**config.mk**
```make
export PLATFORM = sky130hd
export DESIGN_NAME = spf_byte_ram
export DESIGN_NICKNAME = d
export VERILOG_FILES = /design/src/rtl/spf_pkg.sv /design/src/rtl/spf_byte_ram.sv
export SDC_FILE = /design/constraint.sdc
export NUM_CORES = 1
export LEC_CHECK = 0
export BUFFER_PORTS_ARGS = -buffer_cell sky130_fd_sc_hd__buf_2
export CAP_MARGIN = 0
export CORE_UTILIZATION = 57
export DETAILED_ROUTE_END_ITERATION = 6
export GPL_TIMING_DRIVEN = 0
export HOLD_SLACK_MARGIN = 0.03
export PLACE_DENSITY_LB_ADDON = 0.2
export SLEW_MARGIN = 0
export SYNTH_ARGS = -nofsm -noshare
export SYNTH_HDL_FRONTEND = slang
export SYNTH_SLANG_ARGS = --single-unit
```
**constraint.sdc**
```tcl
create_clock -name clock -period 2.9 [get_ports clock]
set_input_delay 0.145 -clock clock [delete_from_list [all_inputs] [get_ports clock]]
set_output_delay 0.145 -clock clock [all_outputs]
set_load 0.01 [all_outputs]
```
**src/rtl/spf_pkg.sv**
```systemverilog
`timescale 1ns / 1ps
// shared types and constants for the serial port byte fifos
// no dependencies

package spf_pkg;

   localparam int BYTE_W = 8;
   localparam int WORD_W = 16;
   localparam int LINES_W = 11;

   localparam logic [BYTE_W-1:0] NEWLINE_BYTE = 8'h0A;
   localparam logic [WORD_W-1:0] NEWLINE_WORD = 16'h000A;
   localparam logic [BYTE_W-1:0] ZERO_BYTE = 8'h00;

   typedef enum logic [1:0] {
      FUNC_CPU_READ   = 2'd0,
      FUNC_CPU_WRITE  = 2'd1,
      FUNC_HOST_SEND  = 2'd2,
      FUNC_HOST_DRAIN = 2'd3
   } func_type;

   typedef enum logic {
      ST_IDLE = 1'b0,
      ST_EXEC = 1'b1
   } state_type;

   typedef struct packed {
      func_type            func;
      logic                word_access;
      logic [WORD_W-1:0]   write_value;
      logic [BYTE_W-1:0]   host_byte;
      logic                host_end_of_message;
   } req_type;

   typedef struct packed {
      logic [WORD_W-1:0]   read_data;
      logic [BYTE_W-1:0]   drained_byte;
      logic                drained_valid;
      logic                drained_line_end;
      logic [LINES_W-1:0]  lines_waiting;
      logic                write_dropped;
   } rsp_type;

endpackage

```
**src/rtl/spf_byte_ram.sv**
```systemverilog
`timescale 1ns / 1ps
// byte memory with one write port and two registered read ports
// uses spf_pkg for the byte width

module spf_byte_ram #(
   parameter int DEPTH = 4,
   parameter int ADDR_W = $clog2(DEPTH)
) (
   input  logic                       clock,
   input  logic                       wr_en,
   input  logic [ADDR_W-1:0]          wr_addr,
   input  logic [spf_pkg::BYTE_W-1:0] wr_data,
   input  logic [ADDR_W-1:0]          rd_addr_a,
   input  logic [ADDR_W-1:0]          rd_addr_b,
   output logic [spf_pkg::BYTE_W-1:0] rd_data_a,
   output logic [spf_pkg::BYTE_W-1:0] rd_data_b
);

   logic [spf_pkg::BYTE_W-1:0] mem [DEPTH];
   logic [spf_pkg::BYTE_W-1:0] rd_a_ff;
   logic [spf_pkg::BYTE_W-1:0] rd_b_ff;

   always_ff @(posedge clock) begin
      if (wr_en) begin
         mem[wr_addr] <= wr_data;
      end
      rd_a_ff <= mem[rd_addr_a];
      rd_b_ff <= mem[rd_addr_b];
   end

   assign rd_data_a = rd_a_ff;
   assign rd_data_b = rd_b_ff;

endmodule

```
==> run summary <==
Status: complete, but fails checks
Failing checks: DRC
Layout cells sized above 1: 0.4696
CTS buffer count: 5
FP Rows: 19
DP HPWL: 1.604 mm
Leakage power: 0.7396 nW
Die Ht: 56.70 um
Critical hold path startpoint: rd_addr_b[0]
WHS Endpoint: rd_data_b[0]
Path type of the worst setup path: flip-flop to flip-flop
Tot GR Track Use: 0.1774
CP max stage delay: 470 ps
Seq/Total Area, Yosys: 0.7513
FF/Latch Area: 1281 um^2
# clock sinks: 48
ANT nets after route: 0
Most used DFF post-synth: edfxtp_1
Via count: 844
F_max: 1.009 GHz
Count of final hold-check violations: 0
Multi-input combinational cell area: 396.6 um^2
PwrDens: 589.0 nW/um^2
Vias in the first global route: 867
Syn Nets: 88
GRT overflow: 0
Post-synth EDFFs: 32
CP startpoint: mem[3][3]
First-pass iteration count of the detailed router: 6
Sum Neg Setup Slack: 0 ps
Critical Path RT: 3140 ps
Post-CTS Setup Inserts: 0
Clock Latency Late Sink: 350 ps
Slew Limit Headroom: 0.5077
Synth Instances: 72
Area leader, netlist: edfxtp_1
# setup viols final: 0
Netlist Area Pre-Place: 1705 um^2
Clk buf depth: 2
Vias/cell: 5.781
RD Place Congestion: 0.6841
Tightest Pin Transition: 735.2 ps
Clock skew: 20.86 ps
Setup WS pre-CTS: 1082 ps
Most common cell in the synthesized netlist: edfxtp_1
Die X: 56.70 um
CP arrival: 1230 ps
CP Launch Type: flip-flop
FF-to-FF Start: mem[3][3]
Number of synthesized register bits: 48
Synth top area share: 0.5635
Max IR drop VDD: 400.2 uV
Worst path buffer plus inverter count: 0
CP max FO: 2
Htree depth: 2
Hold Path Depth: 2
Layout area overhead: 18.27%
Total die area: 3215 um^2
Yosys Warn Count: 0
Antenna violations before repair: 0
Largest net degree at the start of global routing: 15
Nature of the critical path endpoint: flip-flop
Synth cell types: 8
Most frequent cells after synthesis: edfxtp_1 (32), dfxtp_1 (16), mux4_2 (16)
Port Buffers: 27
R2R depth: 1
Post-DR wirelength/cell: 17.21 um
Hold WS: 180.0 ps
Max Cap Viol: 0
Iteration-0 DRC Markers: 25
RR Endpoint: rd_data_a[3]
Filler cells: 178
Critical-path top delay cell: mux4_2
CTS root buffer: clkbuf_4
Min cycle time layout: 991.0 ps
R2R Setup Slk: 1910 ps
Top delay family on crit path: multiplexers
Initial core utilization: 0.6079
Asr flop ratio synth: 0
Worst Hold Class: primary input to flip-flop
I/O pins: 32
Final WL: 2.513 mm
Post-Syn Area per Cell: 23.69 um^2
# DRC: 6
Setup WS post-layout: 1909 ps
Top cells by area, synth: edfxtp_1 (56%), mux4_2 (21%), dfxtp_1 (19%)
First-pass GRT wire length: 3.836 mm
Nets: 130
TritonCTS clock tree: done
Core area: 2805 um^2
CTS clk-pin slew, worst paths: 140 ps
Ant diodes: 0
Fin crit share: 0.3417
Cell Chain, Critical Path: mux4_2
Pins Over Slew Limit: 0
RSZ-0062 raised after global routing: no
## how the worst max path moves through the flow
stage	endpoint	cells after the start
final	rd_data_a[3]	1
after global routing	rd_data_a[0]	1
after CTS	mem[0][6]	2
after detailed placement	mem[0][0]	2
after global placement	mem[0][3]	2
after floorplan	mem[0][0]	1
## flip-flops by register name (all words and copies together) (netlist names)
name and count:
mem 32, rd_data_a 8, rd_data_b 8
## power breakdown
part	internal, mW	switching [mW]	leakage [nW]	total (mW)
registers	0.775	0.0137	0.429	0.789
clock network	0.0927	0.191	0.0259	0.284
logic	0.0646	0.0510	0.285	0.116
total	0.932	0.256	0.740	1.19
## per-layer routing
metal  part of all wire  track usage
met4             0.0072      0.08214
met2               0.61       0.3367
met1               0.34       0.1605
met3              0.042      0.06912
met5                  0            0
## cell type report
cell class / instances / area share
clock buffer: 6 / 0.02047
multi-input combinational: 20 / 0.1967
buffer: 4 / 0.01613
sequential: 48 / 0.6352
clock inverter: 2 / 0.005583
timing repair buffer: 35 / 0.1067
tap: 31 / 0.01923
## layout by cell type (no fill, tap or decap), drive strengths merged
cell,netlist,layout
and3,1,1
and3b,2,2
mux4,16,16
clkinvlp,0,1
nor3b,1,1
dfxtp,16,16
buf,2,29
edfxtp,32,32
clkinv,0,1
clkbuf,2,8
dlygate4sd3,0,8
## stage by stage
step	power, mW	utilization	cell area [um^2]	instances
5_1_grt	1.233	0.7190	2017	146
3_3_place_gp	0.9068	0.6699	1879	130
4_1_cts	1.197	0.7172	2012	146
6_report	1.188	0.7190	2017	146
2_1_floorplan	0.8669	-	1705	72
3_5_place_dp	0.9122	0.6699	1879	130
## what timing repair did
action / CTS / global route
gates resized for setup: 0 / 0
setup endpoints to repair: 0 / 0
hold buffers: 8 / 0
hold endpoints to repair: 32 / 0
## kinds of logic (layout without fill, tap and decap cells)
logic type / count (synthesis) / count (layout) / share of synthesized area
muxes: 16 / 16 / 0.2113
and+or+nand+nor: 4 / 4 / 0.01835
DFF: 48 / 48 / 0.7513
buffers and inverters: 4 / 47 / 0.01907
Power figures use the tool's default switching activity.
